<file path="src/hw/rtl/ddmc_pkg.sv">
`timescale 1ns / 1ps
// ----------------------------------------------------------------------------
// ddmc_pkg
// Shared codes, widths and types of the differential drive motion controller.
// ----------------------------------------------------------------------------
package ddmc_pkg;

	localparam int ACTION_W   = 3;
	localparam int MOTION_W   = 4;
	localparam int SPEED_W    = 8;
	localparam int DURATION_W = 32;
	localparam int DUTY_W     = 8;

	localparam logic [SPEED_W-1:0] DEFAULT_SPEED_RST = 8'd200;

	// event codes
	typedef enum logic [ACTION_W-1:0] {
		ACT_DRIVE  = 3'd0,
		ACT_TIMED  = 3'd1,
		ACT_STOP   = 3'd2,
		ACT_LOCK   = 3'd3,
		ACT_UNLOCK = 3'd4,
		ACT_TICK   = 3'd5
	} action_t;

	// motion codes
	localparam logic [MOTION_W-1:0] MOT_STOP   = 4'd0;
	localparam logic [MOTION_W-1:0] MOT_FWD    = 4'd1;
	localparam logic [MOTION_W-1:0] MOT_BACK   = 4'd2;
	localparam logic [MOTION_W-1:0] MOT_PIVOTL = 4'd3;
	localparam logic [MOTION_W-1:0] MOT_PIVOTR = 4'd4;
	localparam logic [MOTION_W-1:0] MOT_TURNL  = 4'd5;
	localparam logic [MOTION_W-1:0] MOT_TURNR  = 4'd6;
	localparam logic [MOTION_W-1:0] MOT_CURVEL = 4'd7;
	localparam logic [MOTION_W-1:0] MOT_CURVER = 4'd8;

	// motion state seen by the wheel mixer and the status outputs
	typedef struct packed {
		logic [MOTION_W-1:0] motion;
		logic [SPEED_W-1:0]  speed;
		logic                locked;
		logic                timed;
	} ddmc_state_t;

	// H-bridge duties of both wheels
	typedef struct packed {
		logic [DUTY_W-1:0] left_fwd;
		logic [DUTY_W-1:0] left_back;
		logic [DUTY_W-1:0] right_fwd;
		logic [DUTY_W-1:0] right_back;
	} ddmc_duty_t;

endpackage

</file>
<file path="src/hw/rtl/ddmc_state.sv">
`timescale 1ns / 1ps
// ----------------------------------------------------------------------------
// ddmc_state
// Motion state registers and the event decode that updates them; presents
// the state as it stands after the current event.
// ----------------------------------------------------------------------------
module ddmc_state import ddmc_pkg::*; (
	input  logic                  clk,
	input  logic                  arst_n,
	input  logic                  step,
	input  logic [ACTION_W-1:0]   action,
	input  logic [MOTION_W-1:0]   motion,
	input  logic [SPEED_W-1:0]    speed,
	input  logic [DURATION_W-1:0] duration_ms,
	input  logic [SPEED_W-1:0]    default_speed,
	output ddmc_state_t           state_next
);

	ddmc_state_t           state_q;
	logic [DURATION_W-1:0] elapsed_q;
	logic [DURATION_W-1:0] duration_q;
	logic [DURATION_W-1:0] elapsed_next;
	logic [DURATION_W-1:0] duration_next;
	logic [MOTION_W-1:0]   motion_eff;
	logic [SPEED_W-1:0]    speed_eff;
	logic [DURATION_W-1:0] elapsed_inc;

	// fold unused motion codes to stop, apply the default speed
	assign motion_eff  = (motion > MOT_CURVER) ? MOT_STOP : motion;
	assign speed_eff   = (speed == '0) ? default_speed : speed;
	assign elapsed_inc = (&elapsed_q) ? elapsed_q : elapsed_q + 1'b1;

	// decode the event against the current state
	always_comb begin
		state_next    = state_q;
		elapsed_next  = elapsed_q;
		duration_next = duration_q;
		case (action)
			ACT_DRIVE: begin
				if (!state_q.locked) begin
					state_next.timed  = 1'b0;
					state_next.motion = motion_eff;
					state_next.speed  = speed_eff;
				end
			end
			ACT_TIMED: begin
				if (!state_q.locked) begin
					state_next.timed  = 1'b1;
					state_next.motion = motion_eff;
					state_next.speed  = speed_eff;
					elapsed_next      = '0;
					duration_next     = duration_ms;
				end
			end
			ACT_STOP: begin
				state_next.timed  = 1'b0;
				state_next.motion = MOT_STOP;
				state_next.speed  = '0;
			end
			ACT_LOCK: begin
				state_next.locked = 1'b1;
				state_next.timed  = 1'b0;
				state_next.motion = MOT_STOP;
				state_next.speed  = '0;
			end
			ACT_UNLOCK: begin
				state_next.locked = 1'b0;
			end
			ACT_TICK: begin
				if (state_q.timed) begin
					elapsed_next = elapsed_inc;
					if (elapsed_inc >= duration_q) begin
						state_next.timed  = 1'b0;
						state_next.motion = MOT_STOP;
						state_next.speed  = '0;
					end
				end
			end
			default: begin
			end
		endcase
	end

	// commit the event
	always_ff @(posedge clk or negedge arst_n) begin
		if (!arst_n) begin
			state_q    <= '0;
			elapsed_q  <= '0;
			duration_q <= '0;
		end else if (step) begin
			state_q    <= state_next;
			elapsed_q  <= elapsed_next;
			duration_q <= duration_next;
		end
	end

endmodule

</file>
<file path="src/hw/rtl/ddmc_mix.sv">
`timescale 1ns / 1ps
// ----------------------------------------------------------------------------
// ddmc_mix
// Wheel mixer: maps motion and speed to signed wheel speeds and splits each
// into forward and backward H-bridge duty.
// ----------------------------------------------------------------------------
module ddmc_mix import ddmc_pkg::*; (
	input  ddmc_state_t state,
	output ddmc_duty_t  duty
);

	logic [SPEED_W-1:0] full_spd;
	logic [SPEED_W-1:0] half_spd;
	logic [SPEED_W-1:0] left_mag;
	logic [SPEED_W-1:0] right_mag;
	logic               left_rev;
	logic               right_rev;

	assign full_spd = state.speed;
	assign half_spd = state.speed >> 1;

	// pick magnitude and direction per wheel
	always_comb begin
		left_mag  = '0;
		right_mag = '0;
		left_rev  = 1'b0;
		right_rev = 1'b0;
		case (state.motion)
			MOT_FWD: begin
				left_mag  = full_spd;
				right_mag = full_spd;
			end
			MOT_BACK: begin
				left_mag  = full_spd;
				right_mag = full_spd;
				left_rev  = 1'b1;
				right_rev = 1'b1;
			end
			MOT_PIVOTL: begin
				left_mag  = full_spd;
				right_mag = full_spd;
				left_rev  = 1'b1;
			end
			MOT_PIVOTR: begin
				left_mag  = full_spd;
				right_mag = full_spd;
				right_rev = 1'b1;
			end
			MOT_TURNL: begin
				right_mag = full_spd;
			end
			MOT_TURNR: begin
				left_mag = full_spd;
			end
			MOT_CURVEL: begin
				left_mag  = half_spd;
				right_mag = full_spd;
			end
			MOT_CURVER: begin
				left_mag  = full_spd;
				right_mag = half_spd;
			end
			default: begin
			end
		endcase
	end

	// split into H-bridge legs
	assign duty.left_fwd   = left_rev  ? '0 : left_mag;
	assign duty.left_back  = left_rev  ? left_mag : '0;
	assign duty.right_fwd  = right_rev ? '0 : right_mag;
	assign duty.right_back = right_rev ? right_mag : '0;

endmodule

</file>
<file path="src/hw/rtl/differential_drive_motion_controller.sv">
`timescale 1ns / 1ps
// Takes one motion event per clock while in_stall is low (drive, timed drive,
// stop, lock, unlock, millisecond tick) and returns one result beat per event
// with the wheel duties and status after that event; a held out_stall backs up
// into in_stall. Each event passes the input register and then the result
// register, with the state decode and the wheel mixer between them. The
// default speed register is written through the cfg channel, which is always ready.
// ----------------------------------------------------------------------------
// differential_drive_motion_controller
// Top level: input register, motion state, wheel mixer and result register.
// ----------------------------------------------------------------------------
module differential_drive_motion_controller import ddmc_pkg::*; (
	input  logic                  clk,
	input  logic                  arst_n,
	input  logic                  cfg_valid,
	output logic                  cfg_ready,
	input  logic [SPEED_W-1:0]    cfg_data,
	input  logic                  in_valid,
	output logic                  in_stall,
	input  logic [ACTION_W-1:0]   action,
	input  logic [MOTION_W-1:0]   motion,
	input  logic [SPEED_W-1:0]    speed,
	input  logic [DURATION_W-1:0] duration_ms,
	output logic                  out_valid,
	input  logic                  out_stall,
	output logic [DUTY_W-1:0]     left_fwd_duty,
	output logic [DUTY_W-1:0]     left_back_duty,
	output logic [DUTY_W-1:0]     right_fwd_duty,
	output logic [DUTY_W-1:0]     right_back_duty,
	output logic [MOTION_W-1:0]   motion_now,
	output logic                  moving,
	output logic                  is_locked,
	output logic                  timed_busy
);

	logic [SPEED_W-1:0]    default_speed_q;
	logic                  valid_s1;
	logic [ACTION_W-1:0]   action_s1;
	logic [MOTION_W-1:0]   motion_s1;
	logic [SPEED_W-1:0]    speed_s1;
	logic [DURATION_W-1:0] duration_s1;
	logic                  valid_s2;
	ddmc_state_t           state_s2;
	ddmc_duty_t            duty_s2;
	logic                  ready_s1;
	logic                  adv_s2;
	ddmc_state_t           state_next;
	ddmc_duty_t            duty_next;

	// configuration register
	assign cfg_ready = 1'b1;

	always_ff @(posedge clk or negedge arst_n) begin
		if (!arst_n) begin
			default_speed_q <= DEFAULT_SPEED_RST;
		end else if (cfg_valid && cfg_ready) begin
			default_speed_q <= cfg_data;
		end
	end

	// pipeline flow control
	assign adv_s2   = valid_s1 && (!valid_s2 || !out_stall);
	assign ready_s1 = !valid_s1 || adv_s2;
	assign in_stall = !ready_s1;

	// input register
	always_ff @(posedge clk or negedge arst_n) begin
		if (!arst_n) begin
			valid_s1 <= 1'b0;
		end else if (ready_s1) begin
			valid_s1 <= in_valid;
		end
	end

	always_ff @(posedge clk) begin
		if (in_valid && ready_s1) begin
			action_s1   <= action;
			motion_s1   <= motion;
			speed_s1    <= speed;
			duration_s1 <= duration_ms;
		end
	end

	// state update and wheel mix
	ddmc_state u_state (
		.clk           (clk),
		.arst_n        (arst_n),
		.step          (adv_s2),
		.action        (action_s1),
		.motion        (motion_s1),
		.speed         (speed_s1),
		.duration_ms   (duration_s1),
		.default_speed (default_speed_q),
		.state_next    (state_next)
	);

	ddmc_mix u_mix (
		.state (state_next),
		.duty  (duty_next)
	);

	// result register
	always_ff @(posedge clk or negedge arst_n) begin
		if (!arst_n) begin
			valid_s2 <= 1'b0;
		end else if (!valid_s2 || !out_stall) begin
			valid_s2 <= valid_s1;
		end
	end

	always_ff @(posedge clk) begin
		if (adv_s2) begin
			state_s2 <= state_next;
			duty_s2  <= duty_next;
		end
	end

	assign out_valid       = valid_s2;
	assign left_fwd_duty   = duty_s2.left_fwd;
	assign left_back_duty  = duty_s2.left_back;
	assign right_fwd_duty  = duty_s2.right_fwd;
	assign right_back_duty = duty_s2.right_back;
	assign motion_now      = state_s2.motion;
	assign moving          = (state_s2.motion != MOT_STOP);
	assign is_locked       = state_s2.locked;
	assign timed_busy      = state_s2.timed;

`ifndef SYNTH
	// a timed move never runs under lock
	a_timed_unlocked: assert property (@(posedge clk) disable iff (!arst_n)
		out_valid && timed_busy |-> !is_locked)
		else $error("timed move reported while locked");

	// one H-bridge leg per wheel at a time
	a_left_leg: assert property (@(posedge clk) disable iff (!arst_n)
		out_valid && (left_fwd_duty != '0) |-> (left_back_duty == '0))
		else $error("left wheel drives both legs");

	a_right_leg: assert property (@(posedge clk) disable iff (!arst_n)
		out_valid && (right_fwd_duty != '0) |-> (right_back_duty == '0))
		else $error("right wheel drives both legs");

	// a stopped robot has no duty on any leg
	a_stop_idle: assert property (@(posedge clk) disable iff (!arst_n)
		out_valid && !moving |-> (left_fwd_duty == '0) && (left_back_duty == '0)
			&& (right_fwd_duty == '0) && (right_back_duty == '0))
		else $error("duty present while stopped");
`endif

endmodule
</file>
<file path="config.mk">
export PLATFORM = sky130hd
export DESIGN_NAME = differential_drive_motion_controller
export DESIGN_NICKNAME = d
export VERILOG_FILES = /design/src/hw/rtl/ddmc_pkg.sv /design/src/hw/rtl/ddmc_state.sv /design/src/hw/rtl/ddmc_mix.sv /design/src/hw/rtl/differential_drive_motion_controller.sv
export SDC_FILE = /design/constraint.sdc
export NUM_CORES = 1
export LEC_CHECK = 0
export ABC_AREA = 0
export BUFFER_PORTS_ARGS = -buffer_cell sky130_fd_sc_hd__clkbuf_2
export CAP_MARGIN = 10
export CORE_MARGIN = 5
export CORE_UTILIZATION = 41
export CTS_CLUSTER_SIZE = 24
export DETAILED_ROUTE_END_ITERATION = 10
export SYNTH_ARGS = -nofsm -noshare
export SYNTH_HDL_FRONTEND = slang
export SYNTH_HIERARCHICAL = 1
export SYNTH_SLANG_ARGS = --single-unit
</file>
<file path="constraint.sdc">
create_clock -name clk -period 7.6 [get_ports clk]
set_input_delay 0.38 -clock clk [delete_from_list [all_inputs] [get_ports clk]]
set_output_delay 0.38 -clock clk [all_outputs]
set_load 0.02 [all_outputs]
</file>
# Yosys cells after proc, flatten, opt, wreduce, memory -nomap -nowiden
# Index checks and enable logic that the tools add are counted.
[op_classes] bitwise_logic=1 n_eq_ne=15 n_lt_le_gt_ge=2 mux=20 reduce_logical=21 n_addsub=1
[op_table] cell="32-bit 2-to-1 mux" n=3
[op_table] cell="32-bit one-hot mux with 2 select lines" n=1
[op_table] cell="12-bit 2-to-1 mux" n=3
[op_table] cell="12-bit one-hot mux with 3 select lines" n=1
[op_table] cell="32-bit by 1-bit adder with 32-bit output, second input constant" n=1
[op_table] cell="32-bit greater-or-equal comparator" n=1
[op_table] cell="8-bit one-hot mux with 2 select lines" n=2
[op_table] cell="32-bit AND reduction" n=1
[op_table] cell="4-bit by 3-bit == test with 1-bit output, second input constant" n=4
[op_table] cell="6-bit OR reduction" n=2
[op_table] cell="4-bit by 2-bit == test with 1-bit output, second input constant" n=2
[op_table] cell="8-bit zero test" n=1
[op_table] cell="8-bit 2-to-1 mux" n=1
[op_table] cell="2-bit OR reduction" n=4
[op_table] cell="3-bit by 2-bit == test with 1-bit output, second input constant" n=2
[op_table] cell="3-bit == test, second input constant" n=2
[op_table] cell="1-bit 2-to-1 mux" n=6
[op_table] cell="4-bit by 1-bit == test with 1-bit output, second input constant" n=1
[op_table] cell="4-bit == test, second input constant" n=1
[op_table] cell="4-bit greater-than comparator, second input constant" n=1
[op_table] cell="1-bit zero test" n=4
[op_table] cell="4-bit 2-to-1 mux" n=1
[op_table] cell="1-bit one-hot mux with 4 select lines" n=1
[op_table] cell="4-bit AND reduction" n=1
[op_table] cell="other kinds (11)" n=13
[word_totals] inputBits=60 elab_cells=80 reg_bits=173 output_inout_bits=42

# Depth between registers and ports, before layout
# Gate-level depths: netlist (run 1).
[logic_depth] depth_word=9 mapped_depth=19 depth_no_buf=17

# By module
# The synthesis (run 1) kept the hierarchy.
[by_module_without_submodules] module="ddmc_state" instances=1 seq_area_each_um2=1951.9 cells_per_inst=630 area_per_inst_um2=5196.2
[by_module_without_submodules] module="differential_drive_motion_controller" instances=1 seq_area_each_um2=2806.4 cells_per_inst=113 area_per_inst_um2=2956.6
[by_module_without_submodules] module="ddmc_mix" instances=1 seq_area_each_um2=0.0 cells_per_inst=52 area_per_inst_um2=362.8

# Worst setup path before layout (run 1)
# No wires, ideal clock.
[synth_path] path_kind="flip-flop to flip-flop" startpoint="reg valid_s2 (netlist: out_valid)" endpoint="reg u_state.elapsed_q[4]" path_stages_with_launch=9 arrival_ps=5547 period_less_slack_ps=5688 n_path_buf=3 setup_slack_ps=1912 required_ps=7459 path_cell_list="dfrtp_1 -> a21boi_0 -> nand2b_1 -> nor3_1 -> clkbuf_1 -> or2_2 -> clkbuf_1 -> clkbuf_1 -> a31oi_1"
[synth_between] elab_chain_cells=4
[synth_lines] item="start: declaration" line_no="differential_drive_motion_controller.sv:42" text="logic valid_s2;"
[synth_lines] item="start signal: assignment" line_no="differential_drive_motion_controller.sv:107" text="valid_s2 <= valid_s1;"
[synth_lines] item="1-bit zero test" line_no="differential_drive_motion_controller.sv:62" text="assign adv_s2 = valid_s1 && (!valid_s2 || !out_stall);"
[synth_lines] item="1-bit logical OR" line_no="differential_drive_motion_controller.sv:62"
[synth_lines] item="1-bit logical AND" line_no="differential_drive_motion_controller.sv:62"
[synth_lines] item="named net adv_s2" line_no="differential_drive_motion_controller.sv:46" text="logic adv_s2;"
[synth_lines] item="4-bit AND reduction (no line)"
[synth_lines] item="end signal: assignment" line_no="ddmc_state.sv:92" text="elapsed_q <= elapsed_next;"
[synth_lines] item="end: declaration" line_no="ddmc_state.sv:20" text="logic [DURATION_W-1:0] elapsed_q;"
# The timed path passes the listed nets, and every way through them passes these cells.
# A chain may end at the register's enable or synchronous reset.

==> results of run 1 <==
logic make-up after synthesis:
kind of cell    synth area share (%)
compound gates                 14.87
xor+xnor                       3.291
fa+ha+maj                      4.849
buf+inv                        3.938
flops                          55.88
mux                            1.322
other cells                  0.04404
simple gates                   15.81
sequential cells by signal, summed over array words and instances (netlist names), 3 cells and up:
register            count
motion_now              4
u_state/state_q        14
left_fwd_duty           8
default_speed_q         8
right_fwd_duty          8
left_back_duty          8
motion_s1               4
u_state/elapsed_q      32
speed_s1                8
u_state/duration_q     32
action_s1               3
duration_s1            32
right_back_duty         8
worst max-delay path, stage by stage (launching register included):
cell and delay, ps:
dfrtp_1 460, ha_1 240, nand3_1 140, or4b_4 550, or4_4 690, xnor2_1 180
ha_1 270, nand2b_1 140, a2111oi_0 380, nor4_1 140, o41ai_1 320, buf_4 200
nand2_1 110, o21ai_1 900, nor2_1 120, a22o_2 360, and2_1 180
Yosys cell counts (all sizes together) (3+ instances only):
master and number:
nand2 109, dfrtp 85, edfxtp 85, o21ai 66, a21oi 39, inv 39
ha 33, nor2 29, nand3 28, a31oi 27, clkbuf 27, xnor2 22
o22ai 17, nand4 16, buf 15, o31ai 12, nor4 11, and2 10
and3 10, mux2 10, nand2b 10, xor2 10, nor3 9, a32o 8
o2bb2ai 7, or3 7, a21o 5, nor2b 5, or4 5, o21ba 4
a22oi 3, a41oi 3, and4 3, dfstp 3, or2 3
metal layers:
layer / share of wire [%] / up-vias
met4: 1.0 / 0
li1: - / 3084
met3: 4.8 / 11
met1: 48 / 2934
met5: 0 / -
met2: 47 / 140
through the flow:
stage               total power, mW  area, um2  setup slack (ps)  utilization [%]  hold slack, ps
floorplan                     1.589       8516              1913                -           84.41
global placement              1.733       9245              2061            45.40           381.2
detailed placement            1.746       9245              2011            45.40           375.3
CTS                           2.609       9832              1984            48.28           93.38
global route                  2.742       9832              1533            48.28           92.36
finish                        2.571       9832              1986            48.28           119.3
power by group:
part / leakage (nW) / total (mW) / internal, mW / switching, mW
Combinational: 1.87 / 0.496 / 0.183 / 0.313
Clock: 0.276 / 0.848 / 0.438 / 0.410
Sequential: 1.93 / 1.23 / 1.15 / 0.0805
Total: 4.08 / 2.57 / 1.77 / 0.803
final timing paths:
check                                          to  slack, ps
min reg2reg                u_state/duration_q[11]        450
min                               duration_s1[12]        120
max                              left_fwd_duty[7]       1990
max in group asynchronous      u_state/state_q[3]       6060
min in group asynchronous  u_state/duration_q[18]        450
max reg2reg                      left_fwd_duty[7]       1990
what timing repair did:
action                                 CTS  global route
buffers inserted                         0             0
hold buffers                             1             0
endpoints found under the hold margin   33             0
layout make-up:
cell class,instances,area [um2],share of cell area [%]
clock inverter,15,151.4,1.540
tap,270,337.8,3.436
multi-input combinational,541,3440,34.98
inverter,39,146.4,1.489
sequential,173,4758,48.40
clock buffer,17,425.4,4.327
timing repair buffer,109,573.1,5.828
==> flow_results.xml, run 1 <==
<?xml version="1.0" encoding="UTF-8"?>
<metrics>
  <group name="outcome">
    <metric name="result_of_the_run" unit="">completed</metric>
  </group>
  <group name="cells_and_area">
    <metric name="mostFrequentLayoutCell" unit="">nand2_1</metric>
    <metric name="final_layout_size_suffix_gt1_share" unit="%">19.91</metric>
    <metric name="fin_nets" unit="">974</metric>
    <metric name="final_cells" unit="">1164</metric>
    <metric name="number_of_filler_cells_placed_in_the_layout" unit="">1829</metric>
    <metric name="syn_to_final_growth" unit="%">15.46</metric>
    <metric name="n_antenna_cell" unit="">0</metric>
    <metric name="mostFrequentLayoutCells" unit="">nand2_1 (109), clkbuf_2 (99), edfxtp_1 (85), dfrtp_1 (85), o21ai_0 (64)</metric>
  </group>
  <group name="setup_path">
    <metric name="ff2ff_path_depth" unit="">16</metric>
    <metric name="crit_start" unit="">u_state/elapsed_q[0]</metric>
    <metric name="worstPathRequired" unit="ps">7790</metric>
    <metric name="crit_type" unit="">reg2reg</metric>
    <metric name="worst-path-max-fanout" unit="">20</metric>
    <metric name="worst_setup_path_start_kind" unit="">flip-flop</metric>
    <metric name="crit_path_end_kind" unit="">flip-flop</metric>
    <metric name="rr_startpoint" unit="">u_state/elapsed_q[0]</metric>
    <metric name="critPathArrivalTime" unit="ps">5810</metric>
  </group>
  <group name="yosys">
    <metric name="synth_area" unit="mm2">0.008516</metric>
    <metric name="synth-warning-count" unit="">6</metric>
    <metric name="syn-instance-count" unit="">795</metric>
    <metric name="synth_area_per_cell" unit="um2">10.71</metric>
    <metric name="synth_seq_area_share" unit="%">55.88</metric>
    <metric name="synthesized_netlist_net_count" unit="">888</metric>
    <metric name="yosysTopAreaCell" unit="">edfxtp_1</metric>
    <metric name="post-synth-top-area-fraction" unit="%">29.97</metric>
    <metric name="synth_edf_count" unit="">85</metric>
    <metric name="ys_seq_elements" unit="">173</metric>
    <metric name="synthArstFlopShare" unit="%">50.87</metric>
    <metric name="synth_flop_cell" unit="">edfxtp_1</metric>
    <metric name="distinct_cell_type_count_of_the_synthesized_netlist" unit="">64</metric>
    <metric name="synthTopCellsByArea" unit="">edfxtp_1 (30%), dfrtp_1 (25%), ha_1 (4.8%)</metric>
  </group>
  <group name="route">
    <metric name="final_antenna_net_count" unit="">0</metric>
    <metric name="final_routed_wirelength" unit="um">18730</metric>
    <metric name="post-route-drc-count" unit="">0</metric>
    <metric name="via_count" unit="">6169</metric>
    <metric name="drt_iter0_markers" unit="">468</metric>
    <metric name="wl_per_cell" unit="um">16.09</metric>
    <metric name="detail_route.first_pass.iterations" unit="">5</metric>
    <metric name="avgViaCountPerCell" unit="">5.300</metric>
  </group>
  <group name="sta">
    <metric name="setup_viol" unit="">0</metric>
    <metric name="final_tns_setup" unit="ps">0</metric>
    <metric name="grt_setup_unrepaired" unit="">no</metric>
    <metric name="finalClockSkew" unit="ps">9.634</metric>
    <metric name="slew_violations" unit="">0</metric>
    <metric name="worst_pin_slew" unit="ps">1120</metric>
    <metric name="post-route-period-util" unit="%">73.87</metric>
    <metric name="max-slew-margin-rel" unit="%">24.86</metric>
    <metric name="final_hold_viol_count" unit="">0</metric>
    <metric name="fin_crit" unit="ps">5614</metric>
    <metric name="fmax" unit="MHz">178.1</metric>
  </group>
  <group name="clock_tree">
    <metric name="number_of_sinks_handled_by_clock_tree_synthesis" unit="">173</metric>
    <metric name="clock_insertion_delay_worst_skew" unit="ps">430</metric>
    <metric name="tritoncts.num_buffers" unit="">17</metric>
    <metric name="clk_transition_reported_paths" unit="ps">70</metric>
    <metric name="ctsLongestPathBuffers" unit="">2</metric>
    <metric name="cts.repair.resized" unit="">0</metric>
    <metric name="tritoncts" unit="">built</metric>
    <metric name="clock_tree.htree_level_count" unit="">4</metric>
    <metric name="clockRootBuffer" unit="">clkbuf_16</metric>
  </group>
  <group name="die">
    <metric name="dieArea" unit="mm2">0.02375</metric>
    <metric name="num_rows" unit="">52</metric>
    <metric name="die_w" unit="um">154.1</metric>
    <metric name="placeableCoreArea" unit="mm2">0.02036</metric>
    <metric name="initial_utilization" unit="%">41.82</metric>
    <metric name="io_pins" unit="">102</metric>
    <metric name="floorplan.die.height" unit="um">154.1</metric>
  </group>
  <group name="global_routing">
    <metric name="grt_use_met3" unit="%">3.373</metric>
    <metric name="grt.met2_usage" unit="%">24.60</metric>
    <metric name="grt_max_degree" unit="">56</metric>
    <metric name="grt_use_total" unit="%">15.96</metric>
    <metric name="final_global_route_overflow_total" unit="">0</metric>
    <metric name="global_route_wire_length_before_repair" unit="um">30680</metric>
    <metric name="met1_usage" unit="%">22.74</metric>
    <metric name="grt_peak_use_layer" unit="">met2</metric>
    <metric name="grt_pass1_vias" unit="">5956</metric>
    <metric name="antenna_violations_before_repair" unit="">0</metric>
  </group>
  <group name="power_and_ir_drop">
    <metric name="total_leakage_power" unit="nW">4.075</metric>
    <metric name="pwr_density_cell" unit="mW/mm2">261.5</metric>
    <metric name="vdd_drop_max" unit="V">0.0001500</metric>
  </group>
  <group name="placement">
    <metric name="port_buffers" unit="">100</metric>
    <metric name="numPlacedInstances" unit="">1131</metric>
    <metric name="finalWeightedCongestion" unit="">0.8139</metric>
    <metric name="dp_hpwl" unit="um">12960</metric>
  </group>
  <group name="min_path">
    <metric name="hold_path_depth" unit="">1</metric>
    <metric name="worstHoldPathType" unit="">in2reg</metric>
    <metric name="worst_hold_startpoint" unit="">duration_ms[12]</metric>
  </group>
  <group name="job">
    <metric name="drv.max_cap_violation_count" unit="">0</metric>
  </group>
</metrics>
(Power assumes the default switching activity.)
==> inputs of run 2 (changes only) <==
Clock period 7.6 ns to 5.45 ns, I/O delays scaled along.
==> run 2 against run 1 <==
Global-route usage grew 0.16 points. Sequential share of layout area shrank 1.0 points. Combinational power grew 44%. Highest routed layer unchanged. Clock skew grew 4.1 ps. Cell count grew 1.9%. Critical path depth grew 1. Setup slack lost 1600 ps. Register-to-register slack lost 1600 ps. Core utilization grew 1.0 points. Sequential power grew 39%. Non-clock buffer count grew 22.
==> flow_results.xml, run 2 (same netlist as run 1, synthesis figures left out) <==
<?xml version="1.0" encoding="UTF-8"?>
<metrics>
  <group name="cells_and_area">
    <metric name="final_cells" unit="">1186</metric>
    <metric name="mostFrequentLayoutCell" unit="">nand2_1</metric>
    <metric name="fin_nets" unit="">996</metric>
    <metric name="final_design_area_no_fill" unit="mm2">0.01004</metric>
    <metric name="reg_top3" unit="">duration_s1 x32, u_state/duration_q x32, u_state/elapsed_q x32</metric>
    <metric name="final_layout_size_suffix_gt1_share" unit="%">20.31</metric>
    <metric name="number_of_filler_cells_placed_in_the_layout" unit="">1881</metric>
    <metric name="syn_to_final_growth" unit="%">17.94</metric>
    <metric name="n_antenna_cell" unit="">0</metric>
    <metric name="seqCellArea" unit="mm2">0.004758</metric>
    <metric name="multi_input_area" unit="mm2">0.003447</metric>
    <metric name="mostFrequentLayoutCells" unit="">nand2_1 (109), clkbuf_2 (99), edfxtp_1 (85), dfrtp_1 (85), o21ai_0 (64)</metric>
  </group>
  <group name="setup_path">
    <metric name="worst-path-max-fanout" unit="">20</metric>
    <metric name="crit_type" unit="">reg2reg</metric>
    <metric name="critPathArrivalTime" unit="ps">5250</metric>
    <metric name="worstPathRequired" unit="ps">5640</metric>
    <metric name="crit_path_end_kind" unit="">flip-flop</metric>
    <metric name="worst_setup_path_start_kind" unit="">flip-flop</metric>
  </group>
  <group name="sta">
    <metric name="finalClockSkew" unit="ps">13.69</metric>
    <metric name="worst_hold_slack" unit="ps">11.28</metric>
    <metric name="setup_viol" unit="">0</metric>
    <metric name="fin_crit" unit="ps">5062</metric>
    <metric name="slew_violations" unit="">0</metric>
    <metric name="post-route-period-util" unit="%">92.88</metric>
    <metric name="grt_setup_unrepaired" unit="">no</metric>
    <metric name="max-slew-margin-rel" unit="%">37.56</metric>
    <metric name="final_hold_viol_count" unit="">0</metric>
    <metric name="worst_pin_slew" unit="ps">933.2</metric>
    <metric name="fmax" unit="MHz">197.6</metric>
    <metric name="layout_setup_ws" unit="ps">388.1</metric>
    <metric name="final_tns_setup" unit="ps">0</metric>
  </group>
  <group name="die">
    <metric name="dieArea" unit="mm2">0.02375</metric>
    <metric name="floorplan.die.height" unit="um">154.1</metric>
    <metric name="placeableCoreArea" unit="mm2">0.02036</metric>
    <metric name="die_w" unit="um">154.1</metric>
    <metric name="num_rows" unit="">52</metric>
    <metric name="io_pins" unit="">102</metric>
    <metric name="initial_utilization" unit="%">41.82</metric>
  </group>
  <group name="route">
    <metric name="final_routed_wirelength" unit="um">19070</metric>
    <metric name="drt_iter0_markers" unit="">430</metric>
    <metric name="avgViaCountPerCell" unit="">5.313</metric>
    <metric name="wl_per_cell" unit="um">16.08</metric>
    <metric name="detail_route.first_pass.iterations" unit="">5</metric>
    <metric name="post-route-drc-count" unit="">0</metric>
    <metric name="final_antenna_net_count" unit="">0</metric>
    <metric name="via_count" unit="">6301</metric>
  </group>
  <group name="clock_tree">
    <metric name="tritoncts.num_buffers" unit="">17</metric>
    <metric name="clk_transition_reported_paths" unit="ps">70</metric>
    <metric name="clock_insertion_delay_worst_skew" unit="ps">430</metric>
    <metric name="ctsLongestPathBuffers" unit="">2</metric>
    <metric name="number_of_sinks_handled_by_clock_tree_synthesis" unit="">173</metric>
    <metric name="clockRootBuffer" unit="">clkbuf_16</metric>
    <metric name="clock_tree.htree_level_count" unit="">4</metric>
    <metric name="tritoncts" unit="">built</metric>
  </group>
  <group name="global_routing">
    <metric name="grt_max_degree" unit="">49</metric>
    <metric name="grt_use_total" unit="%">16.12</metric>
    <metric name="grt_peak_use_layer" unit="">met2</metric>
    <metric name="met1_usage" unit="%">22.30</metric>
    <metric name="grt_use_met3" unit="%">3.879</metric>
    <metric name="global_route_wire_length_before_repair" unit="um">31170</metric>
    <metric name="grt.met2_usage" unit="%">25.33</metric>
    <metric name="grt_pass1_vias" unit="">6085</metric>
    <metric name="final_global_route_overflow_total" unit="">0</metric>
    <metric name="antenna_violations_before_repair" unit="">0</metric>
  </group>
  <group name="placement">
    <metric name="post-place-ws" unit="ps">302.9</metric>
    <metric name="placedInstanceArea" unit="mm2">0.009305</metric>
    <metric name="dp_hpwl" unit="um">13250</metric>
    <metric name="finalWeightedCongestion" unit="">0.8287</metric>
    <metric name="numPlacedInstances" unit="">1139</metric>
    <metric name="port_buffers" unit="">100</metric>
  </group>
  <group name="outcome">
    <metric name="result_of_the_run" unit="">completed</metric>
  </group>
  <group name="min_path">
    <metric name="worstHoldPathType" unit="">in2reg</metric>
  </group>
  <group name="job">
    <metric name="drv.max_cap_violation_count" unit="">0</metric>
  </group>
  <group name="power_and_ir_drop">
    <metric name="vdd_drop_max" unit="V">0.0001798</metric>
    <metric name="pwr_density_cell" unit="mW/mm2">360.4</metric>
    <metric name="total_leakage_power" unit="nW">4.185</metric>
  </group>
</metrics>
run 2: cell count changes in the layout (fill, tap and decap cells not counted), moves of 2 or more:
cell           delta
buf_4             +8
clkinvlp_4        -2
clkinv_4          +4
dlygate4sd3_1    +14
inv_6             -2
run 2: cell type report:
class / instances / area share, %
multi-input cells: 541 / 34.32
repair buffers: 131 / 7.699
well taps: 270 / 3.364
flip-flops and latches: 173 / 47.38
clock buffers: 19 / 4.522
clock inverters: 13 / 1.258
inverters: 39 / 1.458
run 2: final timing paths:
kind,startpoint,end,slack [ps],cells past startpoint
hold reg to reg,duration_s1[3],u_state/duration_q[3],450,2
hold / removal,duration_ms[1],duration_s1[1],10,1
min in group asynchronous,arst_n,u_state/elapsed_q[17],370,2
max in group asynchronous,arst_n,u_state/state_q[9],4030,3
setup / recovery,u_state/elapsed_q[0],left_fwd_duty[7],390,17
setup reg to reg,u_state/elapsed_q[0],left_fwd_duty[7],390,17
run 2: timing repair:
item | CTS | global route
hold buffers | 5 | 10
gates resized for setup | 0 | 2
endpoints found under the setup margin | 0 | 3
buffers inserted | 0 | 0
endpoints found under the hold margin | 42 | 10
run 2: worst max-delay path: stages, from the launching register on:
cell and delay, ps:
dfrtp_1 460, ha_1 240, nand3_1 130, or4b_4 560, or4_4 690, xnor2_1 180, ha_1 260, nand2b_1 140
a2111oi_1 450, nor4_2 130, o41ai_1 250, buf_4 190, nand2_1 100, o21ai_1 220, buf_4 240, nor2_1 70
a22o_2 320, and2_1 190
run 2: layer usage:
| layer | up-vias | share of wire [%] | wire, um |
|---|---|---|---|
| met4 | 0 | 1.4 | 271 |
| met2 | 142 | 47 | 9028 |
| met1 | 3008 | 46 | 8823 |
| met5 | - | 0 | 0 |
| li1 | 3132 | - | - |
| met3 | 19 | 5.0 | 947 |
run 2: stage by stage:
step / util (%) / power (mW)
finish: 49.32 / 3.619
CTS: 48.79 / 3.647
detailed placement: 45.69 / 2.440
global placement: 45.69 / 2.425
floorplan: - / 2.214
global route: 49.32 / 3.837
run 2: report_power, final:
group	switching [mW]	internal (mW)	total [mW]
clock network	0.563	0.632	1.19
registers	0.112	1.60	1.71
logic	0.445	0.268	0.713
total	1.12	2.50	3.62
